--- config.mk ---
export PLATFORM = sky130hd
export DESIGN_NAME = linear_array_deque
export DESIGN_NICKNAME = d
export VERILOG_FILES = /design/src/hw/rtl/lad_pkg.sv /design/src/hw/rtl/lad_ram.sv /design/src/hw/rtl/lad_ctrl.sv /design/src/hw/rtl/linear_array_deque.sv
export SDC_FILE = /design/constraint.sdc
export NUM_CORES = 1
export LEC_CHECK = 0
export ABC_AREA = 0
export BUFFER_PORTS_ARGS = -buffer_cell sky130_fd_sc_hd__buf_2
export CAP_MARGIN = 30
export CELL_PAD_IN_SITES_DETAIL_PLACEMENT = 1
export CELL_PAD_IN_SITES_GLOBAL_PLACEMENT = 1
export CORE_ASPECT_RATIO = 0.6
export CORE_UTILIZATION = 40
export DETAILED_ROUTE_END_ITERATION = 8
export PLACE_DENSITY_LB_ADDON = 0.1
export SYNTH_ARGS = -nofsm -noshare
export SYNTH_HDL_FRONTEND = slang
export SYNTH_SLANG_ARGS = --single-unit
--- constraint.sdc ---
create_clock -name aclk -period 5.94 [get_ports aclk]
set_input_delay 1.188 -clock aclk [delete_from_list [all_inputs] [get_ports aclk]]
set_output_delay 1.188 -clock aclk [all_outputs]
set_load 0.02 [all_outputs]
--- src/hw/rtl/lad_pkg.sv ---
package lad_pkg;

    // Number of array slots in the storage memory.
    localparam int DEPTH = 16;

    localparam int AW    = (DEPTH > 1) ? $clog2(DEPTH) : 1;
    localparam int PW    = $clog2(DEPTH + 1);
    localparam int CAP_W = 5;
    localparam int EW    = (PW > CAP_W) ? PW : CAP_W;

    localparam int OP_W  = 3;
    localparam int VAL_W = 32;
    localparam int ST_W  = 3;

    localparam int IN_TDATA_W  = ((OP_W + VAL_W + 7) / 8) * 8;
    localparam int OUT_TDATA_W = ((ST_W + VAL_W + 7) / 8) * 8;

    typedef enum logic [OP_W-1:0] {
        OP_INS_FRONT = 3'd0,
        OP_INS_REAR  = 3'd1,
        OP_DEL_FRONT = 3'd2,
        OP_DEL_REAR  = 3'd3,
        OP_LIST      = 3'd4
    } lad_op_t;

    typedef enum logic [ST_W-1:0] {
        ST_DONE   = 3'd0,
        ST_FULL   = 3'd1,
        ST_NOROOM = 3'd2,
        ST_EMPTY  = 3'd3,
        ST_ELEM   = 3'd4
    } lad_status_t;

    typedef enum logic [1:0] {
        S_IDLE = 2'b01,
        S_EMIT = 2'b10
    } lad_state_t;

    typedef struct packed {
        logic             we;
        logic [AW-1:0]    waddr;
        logic [VAL_W-1:0] wdata;
        logic             re;
        logic [AW-1:0]    raddr;
    } lad_mem_req_t;

endpackage

--- src/hw/rtl/lad_ram.sv ---
module lad_ram #(
    parameter int WIDTH = 32,
    parameter int DEPTH = 16
) (
    input  logic                     clk,
    input  logic                     we,
    input  logic [$clog2(DEPTH)-1:0] waddr,
    input  logic [WIDTH-1:0]         wdata,
    input  logic                     re,
    input  logic [$clog2(DEPTH)-1:0] raddr,
    output logic [WIDTH-1:0]         rdata
);

    logic [WIDTH-1:0] mem_reg [DEPTH];
    logic [WIDTH-1:0] rdata_reg;

    always_ff @(posedge clk) begin
        if (we) begin
            mem_reg[waddr] <= wdata;
        end
        // Read data holds until the next read is issued.
        if (re) begin
            rdata_reg <= mem_reg[raddr];
        end
    end

    assign rdata = rdata_reg;

endmodule

--- src/hw/rtl/lad_ctrl.sv ---
module lad_ctrl
    import lad_pkg::*;
(
    input  logic                   aclk,
    input  logic                   aresetn,
    input  logic                   cfg_valid,
    output logic                   cfg_ready,
    input  logic [CAP_W-1:0]       cfg_data,
    input  logic                   s_tvalid,
    output logic                   s_tready,
    input  logic [IN_TDATA_W-1:0]  s_tdata,
    output logic                   m_tvalid,
    input  logic                   m_tready,
    output logic [OUT_TDATA_W-1:0] m_tdata,
    output logic                   m_tlast,
    output lad_mem_req_t           mem_req,
    input  logic [VAL_W-1:0]       mem_rdata
);

    lad_state_t         state_reg, state_next;
    logic [CAP_W-1:0]   cap_reg, cap_next;
    logic [PW-1:0]      front_reg, front_next;
    logic [PW-1:0]      rear_reg, rear_next;
    logic [PW-1:0]      idx_reg, idx_next;
    logic               out_valid_reg, out_valid_next;
    lad_status_t        out_status_reg, out_status_next;
    logic [VAL_W-1:0]   out_value_reg, out_value_next;
    logic               out_last_reg, out_last_next;

    logic               out_free;
    logic               in_fire;
    lad_op_t            op;
    logic [VAL_W-1:0]   in_value;
    logic [EW-1:0]      cap_ext;
    logic [PW-1:0]      cap_eff;
    logic               is_empty;
    logic               is_full;
    logic [PW-1:0]      front_dec;
    logic [PW-1:0]      idx_inc;

    assign out_free  = !out_valid_reg || m_tready;
    assign cfg_ready = (state_reg == S_IDLE);
    assign s_tready  = (state_reg == S_IDLE) && out_free && !cfg_valid;
    assign in_fire   = s_tvalid && s_tready;

    assign op       = lad_op_t'(s_tdata[OP_W-1:0]);
    assign in_value = s_tdata[OP_W +: VAL_W];

    // A capacity of zero acts as one slot, and one above the array size is clamped.
    assign cap_ext = EW'(cap_reg);
    always_comb begin
        if (cap_reg == '0) begin
            cap_eff = PW'(1);
        end else if (cap_ext > EW'(DEPTH)) begin
            cap_eff = PW'(DEPTH);
        end else begin
            cap_eff = PW'(cap_ext);
        end
    end

    assign is_empty  = (rear_reg == '0) || (front_reg >= rear_reg);
    assign is_full   = (front_reg == '0) && (rear_reg == cap_eff);
    assign front_dec = front_reg - PW'(1);
    assign idx_inc   = idx_reg + PW'(1);

    // Only one access is made per cycle and a write lands before any later
    // read is issued, so the memory needs no forwarding path.
    always_comb begin
        state_next      = state_reg;
        cap_next        = cap_reg;
        front_next      = front_reg;
        rear_next       = rear_reg;
        idx_next        = idx_reg;
        out_valid_next  = out_valid_reg && !m_tready;
        out_status_next = out_status_reg;
        out_value_next  = out_value_reg;
        out_last_next   = out_last_reg;
        mem_req         = '0;

        case (state_reg)
            S_IDLE: begin
                if (in_fire) begin
                    out_value_next = '0;
                    out_last_next  = 1'b1;
                    case (op)
                        OP_INS_FRONT: begin
                            out_valid_next = 1'b1;
                            if (is_full) begin
                                out_status_next = ST_FULL;
                            end else if (front_reg == '0) begin
                                out_status_next = ST_NOROOM;
                            end else begin
                                out_status_next = ST_DONE;
                                front_next      = front_dec;
                                mem_req.we      = 1'b1;
                                mem_req.waddr   = front_dec[AW-1:0];
                                mem_req.wdata   = in_value;
                            end
                        end
                        OP_INS_REAR: begin
                            out_valid_next = 1'b1;
                            if (is_full) begin
                                out_status_next = ST_FULL;
                            end else if (rear_reg >= cap_eff) begin
                                out_status_next = ST_NOROOM;
                            end else begin
                                out_status_next = ST_DONE;
                                rear_next       = rear_reg + PW'(1);
                                mem_req.we      = 1'b1;
                                mem_req.waddr   = rear_reg[AW-1:0];
                                mem_req.wdata   = in_value;
                            end
                        end
                        OP_DEL_FRONT: begin
                            out_valid_next = 1'b1;
                            if (is_empty) begin
                                out_status_next = ST_EMPTY;
                            end else begin
                                out_status_next = ST_DONE;
                                front_next      = front_reg + PW'(1);
                            end
                        end
                        OP_DEL_REAR: begin
                            out_valid_next = 1'b1;
                            if (is_empty) begin
                                out_status_next = ST_EMPTY;
                            end else begin
                                out_status_next = ST_DONE;
                                rear_next       = rear_reg - PW'(1);
                            end
                        end
                        OP_LIST: begin
                            if (is_empty) begin
                                out_valid_next  = 1'b1;
                                out_status_next = ST_EMPTY;
                            end else begin
                                mem_req.re    = 1'b1;
                                mem_req.raddr = front_reg[AW-1:0];
                                idx_next      = front_reg;
                                state_next    = S_EMIT;
                            end
                        end
                        default: begin
                        end
                    endcase
                end
            end
            S_EMIT: begin
                // The element last read goes out while the next read is issued.
                if (out_free) begin
                    out_valid_next  = 1'b1;
                    out_status_next = ST_ELEM;
                    out_value_next  = mem_rdata;
                    out_last_next   = (idx_inc == rear_reg);
                    if (idx_inc == rear_reg) begin
                        state_next = S_IDLE;
                    end else begin
                        idx_next      = idx_inc;
                        mem_req.re    = 1'b1;
                        mem_req.raddr = idx_inc[AW-1:0];
                    end
                end
            end
            default: begin
                state_next = S_IDLE;
            end
        endcase

        // Writing the capacity creates the queue anew.
        if (cfg_valid && cfg_ready) begin
            cap_next   = cfg_data;
            front_next = '0;
            rear_next  = '0;
        end
    end

    always_ff @(posedge aclk) begin
        if (!aresetn) begin
            state_reg     <= S_IDLE;
            cap_reg       <= CAP_W'(16);
            front_reg     <= '0;
            rear_reg      <= '0;
            out_valid_reg <= 1'b0;
        end else begin
            state_reg     <= state_next;
            cap_reg       <= cap_next;
            front_reg     <= front_next;
            rear_reg      <= rear_next;
            out_valid_reg <= out_valid_next;
        end
    end

    always_ff @(posedge aclk) begin
        idx_reg        <= idx_next;
        out_status_reg <= out_status_next;
        out_value_reg  <= out_value_next;
        out_last_reg   <= out_last_next;
    end

    assign m_tvalid = out_valid_reg;
    assign m_tdata  = OUT_TDATA_W'({out_value_reg, out_status_reg});
    assign m_tlast  = out_last_reg;

endmodule

--- src/hw/rtl/linear_array_deque.sv ---
// Double-ended queue kept in a linear array of slots held in one synchronous
// RAM. Each input beat inserts at the front or rear, deletes at the front or
// rear, or lists the contents; op codes 5 to 7 are consumed without a result.
// Inserts and deletes return one result beat each. A list first issues the
// RAM read of the front element, then returns one element per cycle through
// the single read port while the result side does not stall; the final
// element carries tlast. A list of an empty queue returns one "empty" beat.
// Writing the capacity empties the queue; write it only while no beat is in
// flight. A result register sits on the output, so a new beat is taken only
// when no result waits or in the cycle that the waiting result leaves.
module linear_array_deque
    import lad_pkg::*;
(
    input  logic                   aclk,
    input  logic                   aresetn,
    input  logic                   cfg_valid,
    output logic                   cfg_ready,
    input  logic [CAP_W-1:0]       cfg_data,      // capacity
    input  logic                   s_tvalid,
    output logic                   s_tready,
    input  logic [IN_TDATA_W-1:0]  s_tdata,       // op[2:0], value[34:3], zero pad
    output logic                   m_tvalid,
    input  logic                   m_tready,
    output logic [OUT_TDATA_W-1:0] m_tdata,       // status[2:0], value_res[34:3], zero pad
    output logic                   m_tlast
);

    lad_mem_req_t     mem_req;
    logic [VAL_W-1:0] mem_rdata;

    lad_ctrl u_ctrl (
        .aclk      (aclk),
        .aresetn   (aresetn),
        .cfg_valid (cfg_valid),
        .cfg_ready (cfg_ready),
        .cfg_data  (cfg_data),
        .s_tvalid  (s_tvalid),
        .s_tready  (s_tready),
        .s_tdata   (s_tdata),
        .m_tvalid  (m_tvalid),
        .m_tready  (m_tready),
        .m_tdata   (m_tdata),
        .m_tlast   (m_tlast),
        .mem_req   (mem_req),
        .mem_rdata (mem_rdata)
    );

    lad_ram #(
        .WIDTH (VAL_W),
        .DEPTH (DEPTH)
    ) u_slots (
        .clk   (aclk),
        .we    (mem_req.we),
        .waddr (mem_req.waddr),
        .wdata (mem_req.wdata),
        .re    (mem_req.re),
        .raddr (mem_req.raddr),
        .rdata (mem_rdata)
    );

endmodule

==> results.txt, run 1 <==
----------------------------------------------------
[Worst setup path]
  CP delay by family, top ... simple AND/OR/NAND/NOR gates
  CP max-delay cell ... sky130_fd_sc_hd__a2111oi_4
  Origin of the critical flop-to-flop path ... u_ctrl.state_reg[1]
  Arrival time at the worst endpoint ... 4910 ps
  Peak fanout along the critical path ... 28
  Setup slack, reg-to-reg ... 1400 ps
  Cell count of the worst reg-to-reg path ... 10
  Capturing element type of the critical path ... flip-flop
  Chain of cells forming the critical path ... inv_1, ha_1, nand2b_1, or4b_4, a2111oi_4, or2_4, buf_4, a21o_1, a221oi_1, or4_1
  Critical Path Source Type ... flip-flop
  Endpoint of the worst-slack reg-to-reg timing path ... u_slots.rdata[2]
  CP Data Required Time ... 6310 ps
  Class of the most critical setup path ... flip-flop to flip-flop
  Buf+Inv Stages, Crit Path ... 2
  Slowest cell delay on critical path ... 630 ps

[Route]
  Final WL ... 76,000 um
  Count of TritonRoute iterations in the first routing pass ... 5
  Via/cell ratio ... 5.85
  Average wire per standard cell ... 27.3 um
  Drt initial violations ... 1,312
  Post-detailed-route count of antenna-violating nets ... 0
  Detailed-route via count ... 16,300
  DRC ... 0

[STA]
  Unrepaired setup endpoints after global routing ... false
  Final count of hold timing violations ... 0
  Max Clk Rate ... 220 MHz
  Summed negative setup slack over all endpoints ... 0 ps
  Worst slew slack as a fraction of its limit ... 31.2%
  Portion of the clock cycle consumed by the worst path in the final layout ... 76.5%
  Setup violation total in the final timing report ... 0
  Final clock skew ... 33.4 ps
  Transition time of the tightest slew-check pin ... 1030 ps
  Final Max Tran Viols ... 0
  Final period demand of the worst path ... 4540 ps

[Cells and area]
  Signed area change from the synthesized netlist to the final layout ... 13.3%
  Finished layout cell area ... 28,500 um2
  Final Non-Filler Cells ... 2,788
  Fraction of layout instances using a drive strength above 1 ... 12.4%
  Flip-flop count of the largest register, all copies and words added ... 512
  Fillcell total ... 6,136
  Nets ... 1,982

[CTS]
  H-tree levels ... 2
  Clock tree from TritonCTS ... done
  Number of buffers inserted to repair setup after CTS ... 0
  Maximum clock insertion buffer count ... 3
  Clock Root Buffer ... sky130_fd_sc_hd__clkbuf_16
  Latest clock arrival within the worst-skew pair ... 660 ps
  Clock-pin slew on the worst setup and hold paths ... 70 ps
  Number of instances resized during post-cts repair ... 0
  Hold-fix buffers, CTS ... 0
  Total clock sinks ... 603
  CTS buffer count ... 57

[Power]
  Worst-case vdd ir drop ... 0.386 mV
  P per Cell Area ... 372 nW/um2
  Leakage Power ... 0.0102 uW

[Floorplan]
  Std-Cell Rows ... 70
  Core Area ... 61,600 um2
  Starting utilization of the core area ... 40.9%
  Die area ... 64,000 um2
  Vert. Die Dim ... 196 um
  Number of placed I/O pins ... 94
  Horiz. Die Dim ... 326 um

[Yosys]
  Most used flip-flop cell after synthesis ... sky130_fd_sc_hd__edfxtp_1
  Sequential share of the synthesized area ... 71.1%
  Synthesized area per cell ... 13.5 um2
  Netlist area before placement ... 25,200 um2
  Unique masters post-synth ... 65
  Post-synth ARST share ... 0%
  Gate Count Post-Synth ... 1,864
  Synthesis Warnings ... 0
  Synth Register Bits ... 603
  Post-synth EDFFs ... 585

[Worst hold path]
  Start point of the worst hold path ... u_ctrl.cap_ext[0]
  End of the worst hold path ... u_ctrl.cap_ext[0]
  Hold path depth ... 2
  Classification of the worst-slack hold path ... flip-flop to flip-flop

[Outcome]
  Status ... completed

[Placed design]
  Cell count after placement ... 2,681
  Routability Congestion ... 0.778
  DP Area ... 26,800 um2
  Count of input and output buffers ... 83
  Total half-perimeter wirelength after legalization and detailed placement ... 39,700 um

[Global route]
  Maximum number of pins on one net before global-route repair ... 101
  Combined global-route utilization of all metal layers ... 23.9%
  Number of global-route vias before repair ... 17,000
  Antenna violations before repair ... 1
  Met3 track demand over resource in global routing ... 2.95%
  Overall overflow remaining after global route ... 0
  Most utilized layer in the global route result ... met2
  Met1 usage in global routing ... 35.3%
  Wire length of the first global-routing pass ... 113,000 um
  Global routing usage on met2 ... 37.7%

[Flow run]
  Max-cap violations ... 0

----------------------------------------------------
[cell families after synthesis]
logic type / Yosys count / share of synthesized area [%]
muxes: 2 / 0.0844
AOI/OAI and AO/OA: 447 / 12.8
and+or+nand+nor: 605 / 11.2
xor gates and xnor gates: 22 / 0.819
DFF: 603 / 71.1
adders and majority gates: 19 / 0.973
buffers and inverters: 165 / 2.95
other: 1 / 0.0149
[final cells by class]
cell class	instances	area (um2)	area share, %
Timing Repair Buffer	136	1080	3.78
Tap cell	828	1040	3.63
Clock inverter	33	215	0.754
Antenna cell	2	5.00	0.0175
Inverter	15	56.3	0.197
Sequential cell	603	17900	62.8
Multi-Input combinational cell	1100	6750	23.6
Clock buffer	71	1480	5.18
[cells in the final DEF, fill, tap and decap left out, types with 6 or more instances in the layout]
| master | n |
|---|---|
| sky130_fd_sc_hd__edfxtp_1 | 585 |
| sky130_fd_sc_hd__nand2_1 | 159 |
| sky130_fd_sc_hd__nor2_1 | 155 |
| sky130_fd_sc_hd__a21oi_1 | 140 |
| sky130_fd_sc_hd__a21o_1 | 135 |
| sky130_fd_sc_hd__nor3_1 | 134 |
| sky130_fd_sc_hd__a221oi_1 | 129 |
| sky130_fd_sc_hd__buf_2 | 83 |
| sky130_fd_sc_hd__and2_1 | 66 |
| sky130_fd_sc_hd__clkbuf_16 | 57 |
| sky130_fd_sc_hd__or4_1 | 33 |
| sky130_fd_sc_hd__buf_4 | 33 |
| sky130_fd_sc_hd__clkinv_1 | 20 |
| sky130_fd_sc_hd__buf_12 | 18 |
| sky130_fd_sc_hd__dfxtp_1 | 18 |
| sky130_fd_sc_hd__ha_1 | 17 |
| sky130_fd_sc_hd__nor2_4 | 16 |
| sky130_fd_sc_hd__inv_1 | 15 |
| sky130_fd_sc_hd__clkbuf_1 | 14 |
| sky130_fd_sc_hd__xnor2_1 | 13 |
| sky130_fd_sc_hd__nand3_1 | 10 |
| sky130_fd_sc_hd__xor2_1 | 8 |
| sky130_fd_sc_hd__clkinv_2 | 7 |
| sky130_fd_sc_hd__nand2b_1 | 6 |
[power breakdown]
part	internal (uW)	switching, uW	total [uW]	leakage (uW)
clock network	1850	1640	3490	0.000825
logic	664	1510	2170	0.00293
registers	4870	72.1	4950	0.00643
total	7390	3220	10600	0.0102
[cells in the mapped netlist (2+ instances only)]
cell type                   number  area share (%)
sky130_fd_sc_hd__edfxtp_1      585              70
sky130_fd_sc_hd__nor2_1        171             2.5
sky130_fd_sc_hd__nand2_1       163             2.4
sky130_fd_sc_hd__a21oi_1       142             2.8
sky130_fd_sc_hd__a21o_1        135             4.0
sky130_fd_sc_hd__nor3_1        134             2.7
sky130_fd_sc_hd__a221oi_1      130             4.5
sky130_fd_sc_hd__clkbuf_1       74             1.1
sky130_fd_sc_hd__and2_1         66             1.6
sky130_fd_sc_hd__buf_2          58             1.2
sky130_fd_sc_hd__or4_1          33            0.98
sky130_fd_sc_hd__dfxtp_1        18             1.4
sky130_fd_sc_hd__ha_1           18            0.89
sky130_fd_sc_hd__inv_1          15            0.22
sky130_fd_sc_hd__xnor2_1        13            0.45
sky130_fd_sc_hd__buf_4          12            0.36
sky130_fd_sc_hd__nand3_1        10            0.20
sky130_fd_sc_hd__xor2_1          8            0.28
sky130_fd_sc_hd__nand2b_1        6            0.15
sky130_fd_sc_hd__buf_1           5           0.074
sky130_fd_sc_hd__a211oi_1        4            0.12
sky130_fd_sc_hd__a21boi_0        4            0.12
sky130_fd_sc_hd__nand4_1         4           0.099
sky130_fd_sc_hd__o21ai_0         4           0.079
sky130_fd_sc_hd__a211o_1         3            0.10
sky130_fd_sc_hd__nor2b_1         3           0.074
sky130_fd_sc_hd__a2bb2oi_1       2           0.070
sky130_fd_sc_hd__and3_1          2           0.050
sky130_fd_sc_hd__o32a_1          2           0.079
sky130_fd_sc_hd__o32ai_1         2           0.070
sky130_fd_sc_hd__o41ai_1         2           0.070
sky130_fd_sc_hd__or3_1           2           0.050
sky130_fd_sc_hd__or3b_2          2           0.070
[stage by stage]
step	total power, uW	util (%)	setup WS, ps	hold slack [ps]
2_1_floorplan	6430	-	868	444
3_3_place_gp	7160	43.5	920	464
3_5_place_dp	7230	43.6	877	472
4_1_cts	10700	46.3	1380	481
5_1_grt	11000	46.4	1200	505
6_report	10600	46.4	1400	482
[how the worst max path moves through the flow]
stage	from	endpoint	slack, ps	cells past startpoint
floorplan	m_tready	u_ctrl.m_tlast	870	5
global placement	s_tdata[2]	u_slots.rdata[2]	920	9
detailed placement	s_tdata[2]	u_slots.rdata[2]	880	9
CTS	u_ctrl.state_reg[1]	u_slots.rdata[2]	1380	10
global route	u_ctrl.front_reg[0]	u_slots.mem_reg[1][24]	1200	9
finish	u_ctrl.state_reg[1]	u_slots.rdata[2]	1400	10
[per-layer routing]
layer,routed length (um),up-vias
li1,-,7212
met4,1280,0
met5,0,-
met2,34700,325
met3,2810,88
met1,37200,8686
[worst register-to-register path: cells and delay by family, from the launching register on]
kind,cells,cell delay (ps)
simple gates,4,1890
compound gates,3,940
fa+ha+maj,1,570
buf+inv,2,530
flops,1,350
Note: power is estimated with default switching activity, not from simulation.
==> inputs of run 2 (changes only) <==
Settings changed: ABC_AREA 0 to 1.
Clock period 5.94 ns to 4.3 ns, I/O delays scaled along.
==> run 2 against run 1 <==
Largest cell class unchanged. Clock power increased by 47%. Clock-buffer cell count increased by 3. Non-clock buffer count increased by 33. Critical path type unchanged.
==> results.txt, run 2 <==
----------------------------------------------------
[Global route]
  Antenna violations before repair ... 0 (was 1)
  Maximum number of pins on one net before global-route repair ... 137 (was 101)
  Number of global-route vias before repair ... 19,600 (was 17,000)
  Wire length of the first global-routing pass ... 127,000 um (was 113,000 um)
  Combined global-route utilization of all metal layers ... 24.5% (was 23.9%)
  Overall overflow remaining after global route ... 0 (unchanged)

[Power]
  Leakage Power ... 0.0125 uW (was 0.0102 uW)
  Worst-case vdd ir drop ... 0.714 mV (was 0.386 mV)
  Total design power ... 14,800 uW (was 10,600 uW)
  P per Cell Area ... 476 nW/um2 (was 372 nW/um2)

[Cells and area]
  Flip-flop count of the largest register, all copies and words added ... 512 (unchanged)
  Diode insertion count for antenna repair ... 0 (was 2)
  Nets ... 2,687 (was 1,982)
  Signed area change from the synthesized netlist to the final layout ... 14.1% (was 13.3%)
  Final Non-Filler Cells ... 3,563 (was 2,788)
  Most frequent cells in the layout ... sky130_fd_sc_hd__nand3_1 (625), sky130_fd_sc_hd__edfxtp_1 (585), sky130_fd_sc_hd__inv_1 (426) (was sky130_fd_sc_hd__edfxtp_1 (585), sky130_fd_sc_hd__nand2_1 (159), sky130_fd_sc_hd__nor2_1 (155))
  Most common cell after layout, fill and taps aside ... sky130_fd_sc_hd__nand3_1 (was sky130_fd_sc_hd__edfxtp_1)
  Final Core Density ... 46.5% (was 46.4%)
  Fraction of layout instances using a drive strength above 1 ... 10.8% (was 12.4%)

[Floorplan]
  Number of placed I/O pins ... 94 (unchanged)
  Starting utilization of the core area ... 40.8% (was 40.9%)
  Vert. Die Dim ... 204 um (was 196 um)
  Core Area ... 66,800 um2 (was 61,600 um2)
  Horiz. Die Dim ... 339 um (was 326 um)
  Die area ... 69,100 um2 (was 64,000 um2)
  Std-Cell Rows ... 73 (was 70)

[STA]
  Setup violation total in the final timing report ... 0 (unchanged)
  Final count of hold timing violations ... 0 (unchanged)
  Final clock skew ... 17.6 ps (was 33.4 ps)
  Unrepaired setup endpoints after global routing ... false (unchanged)
  Worst slew slack as a fraction of its limit ... 31.2% (about the same)
  Max Clk Rate ... 251 MHz (was 220 MHz)
  Final period demand of the worst path ... 3980 ps (was 4540 ps)
  Transition time of the tightest slew-check pin ... 1030 ps (about the same)
  Worst-case hold slack ... 447 ps (was 482 ps)
  Final Max Tran Viols ... 0 (unchanged)
  Summed negative setup slack over all endpoints ... 0 ps (unchanged)
  Portion of the clock cycle consumed by the worst path in the final layout ... 92.6% (was 76.5%)

[Worst setup path]
  Critical Path Source Type ... flip-flop (unchanged)
  Last element of the critical path ... u_slots.mem_reg[0][17] (was u_slots.rdata[2])
  Endpoint of the worst-slack reg-to-reg timing path ... u_slots.mem_reg[0][17] (was u_slots.rdata[2])
  Setup slack, reg-to-reg ... 320 ps (was 1400 ps)
  Arrival time at the worst endpoint ... 4250 ps (was 4910 ps)
  Capturing element type of the critical path ... flip-flop (unchanged)
  Class of the most critical setup path ... flip-flop to flip-flop (unchanged)
  Critical path origin ... u_ctrl.cap_ext[0] (was u_ctrl.state_reg[1])
  Origin of the critical flop-to-flop path ... u_ctrl.cap_ext[0] (was u_ctrl.state_reg[1])
  Peak fanout along the critical path ... 25 (was 28)
  CP Data Required Time ... 4570 ps (was 6310 ps)
  Cell count of the worst reg-to-reg path ... 15 (was 10)

[Yosys]
  Adder-Cell Fraction of Synth Area ... 0.901% (was 0.973%)
  Synth Register Bits ... 603 (unchanged)
  Post-Synth Simple-Gate Area ... 22.7% (was 11.2%)
  Netlist area before placement ... 27,200 um2 (was 25,200 um2)
  Unique masters post-synth ... 38 (was 65)
  Most used flip-flop cell after synthesis ... sky130_fd_sc_hd__edfxtp_1 (unchanged)
  Main combinational cell family by area after synthesis ... simple AND/OR/NAND/NOR gates (was compound AO/OA/AOI/OAI gates)
  Top cell type's share of synthesized area ... 64.6% (was 69.7%)
  Top post-synthesis cells by area ... sky130_fd_sc_hd__edfxtp_1 (65%), sky130_fd_sc_hd__nand3_1 (11%), sky130_fd_sc_hd__inv_1 (5.9%), sky130_fd_sc_hd__nand2_1 (5.0%), sky130_fd_sc_hd__nand3b_1 (4.4%) (was sky130_fd_sc_hd__edfxtp_1 (70%), sky130_fd_sc_hd__a221oi_1 (4.5%), sky130_fd_sc_hd__a21o_1 (4.0%), sky130_fd_sc_hd__a21oi_1 (2.8%), sky130_fd_sc_hd__nor3_1 (2.7%))
  Post-synth EDFFs ... 585 (unchanged)
  Post-synth ARST share ... 0% (unchanged)
  Sequential share of the synthesized area ... 65.9% (was 71.1%)
  Synthesized area per cell ... 10.7 um2 (was 13.5 um2)
  XOR/XNOR Fraction of Synth Area ... 0.257% (was 0.819%)
  Most frequent cell after synthesis ... sky130_fd_sc_hd__nand3_1 (was sky130_fd_sc_hd__edfxtp_1)
  Synth Area in Compound Gates ... 1.30% (was 12.8%)
  Gate Count Post-Synth ... 2,539 (was 1,864)
  Cell type with the largest total area after synthesis ... sky130_fd_sc_hd__edfxtp_1 (unchanged)
  Synth cell count leaders ... sky130_fd_sc_hd__nand3_1 (625), sky130_fd_sc_hd__edfxtp_1 (585), sky130_fd_sc_hd__inv_1 (428) (was sky130_fd_sc_hd__edfxtp_1 (585), sky130_fd_sc_hd__nor2_1 (171), sky130_fd_sc_hd__nand2_1 (163))
  Mux contribution to synthesized area ... 0% (was 0.0844%)
  Synthesis Warnings ... 0 (unchanged)

[Placed design]
  Routability Congestion ... 0.798 (was 0.778)
  Cell count after placement ... 3,453 (was 2,681)
  Count of input and output buffers ... 83 (unchanged)
  Total half-perimeter wirelength after legalization and detailed placement ... 45,900 um (was 39,700 um)

[Flow run]
  Max-cap violations ... 0 (unchanged)

[Route]
  Post-detailed-route count of antenna-violating nets ... 0 (unchanged)
  Average wire per standard cell ... 23.7 um (was 27.3 um)
  Via/cell ratio ... 5.39 (was 5.85)
  Count of TritonRoute iterations in the first routing pass ... 5 (unchanged)
  Final WL ... 84,400 um (was 76,000 um)
  DRC ... 0 (unchanged)
  Drt initial violations ... 1,442 (was 1,312)
  Detailed-route via count ... 19,200 (was 16,300)

[CTS]
  Clock tree from TritonCTS ... done (unchanged)
  Number of buffers inserted to repair setup after CTS ... 0 (unchanged)
  Hold-fix buffers, CTS ... 0 (unchanged)
  Maximum clock insertion buffer count ... 3 (unchanged)
  Clock-pin slew on the worst setup and hold paths ... 70 ps (about the same)
  Number of instances resized during post-cts repair ... 0 (unchanged)
  Total clock sinks ... 603 (unchanged)
  Latest clock arrival within the worst-skew pair ... 650 ps (was 660 ps)
  Clock Root Buffer ... sky130_fd_sc_hd__clkbuf_16 (unchanged)
  CTS buffer count ... 59 (was 57)
  H-tree levels ... 2 (unchanged)

[Outcome]
  Status ... completed (unchanged)

[Worst hold path]
  Classification of the worst-slack hold path ... input pin to flip-flop (was flip-flop to flip-flop)

----------------------------------------------------
## run 2: cell count changes after synthesis, sizes merged, moves of 41 or more
cell,previous run,this run
a21o,135,0
a21oi,142,24
a221oi,130,0
and2,66,0
buf,76,117
inv,15,434
nand2,163,365
nand3,10,627
nand3b,1,160
nor2,171,86
nor3,134,5
## run 2: area by class of cell
type | count | area, um2
clock buffers | 74 | 1550
clock inverters | 32 | 288
fillers | 7157 | 35700
inverters | 435 | 1640
multi-input cells | 1350 | 7070
flip-flops and latches | 603 | 17900
well taps | 900 | 1130
repair buffers | 169 | 1430
## run 2: worst min-delay path by stage
stage | cells after the start | from | end | slack (ps)
after floorplan | 2 | u_ctrl.state_reg[1] | u_ctrl.state_reg[1] | 460
after global placement | 2 | u_ctrl.cap_ext[3] | u_ctrl.cap_ext[3] | 490
after detailed placement | 2 | u_slots.rdata[16] | u_ctrl.out_value_reg[16] | 500
after CTS | 3 | cfg_data[4] | u_ctrl.cap_ext[4] | 410
after global routing | 3 | cfg_data[4] | u_ctrl.cap_ext[4] | 450
final | 3 | cfg_data[4] | u_ctrl.cap_ext[4] | 450
## run 2: routing by layer
metal | up-vias | GRT usage, % | part of all wire (%)
li1 | 8775 | - | -
met1 | 9850 | 35.6 | 48
met2 | 462 | 39.2 | 45
met3 | 102 | 3.22 | 5.0
met4 | 0 | 5.74 | 1.8
met5 | - | 0 | 0
## run 2: stage by stage
stage | cell area [um2] | worst slack [ps]
5_1_grt | 31000 | 19.9
6_report | 31000 | 319
3_3_place_gp | 29100 | 443
3_5_place_dp | 29200 | 345
2_1_floorplan | 27200 | 389
4_1_cts | 31000 | 323
## run 2: critical path, cell delays in order (launching register included)
cell and delay (ps):
sky130_fd_sc_hd__dfxtp_1 320, sky130_fd_sc_hd__or4_1 540, sky130_fd_sc_hd__nand2_1 100, sky130_fd_sc_hd__nand2_1 60, sky130_fd_sc_hd__ha_1 280, sky130_fd_sc_hd__nand2_1 70
sky130_fd_sc_hd__nor2_1 200, sky130_fd_sc_hd__nand2_1 110, sky130_fd_sc_hd__o2111ai_1 160, sky130_fd_sc_hd__nor2_1 140, sky130_fd_sc_hd__inv_1 160, sky130_fd_sc_hd__o22ai_1 130
sky130_fd_sc_hd__nand2_1 120, sky130_fd_sc_hd__nand3_1 160, sky130_fd_sc_hd__nor2_4 380, sky130_fd_sc_hd__buf_4 620
## run 2: cell families (layout without fill, tap and decap cells)
group | count (synthesis) | count (layout)
simple gates | 1254 | 1254
flops | 603 | 603
buf+inv | 590 | 710
compound gates | 64 | 64
fa+ha+maj | 19 | 19
xor+xnor | 8 | 8
other cells | 1 | 5
## run 2: power by group
group | internal [uW] | switching, uW | total (uW)
registers | 6730 | 98.6 | 6820
clock network | 2840 | 2290 | 5130
logic | 586 | 2210 | 2800
total | 10200 | 4600 | 14800
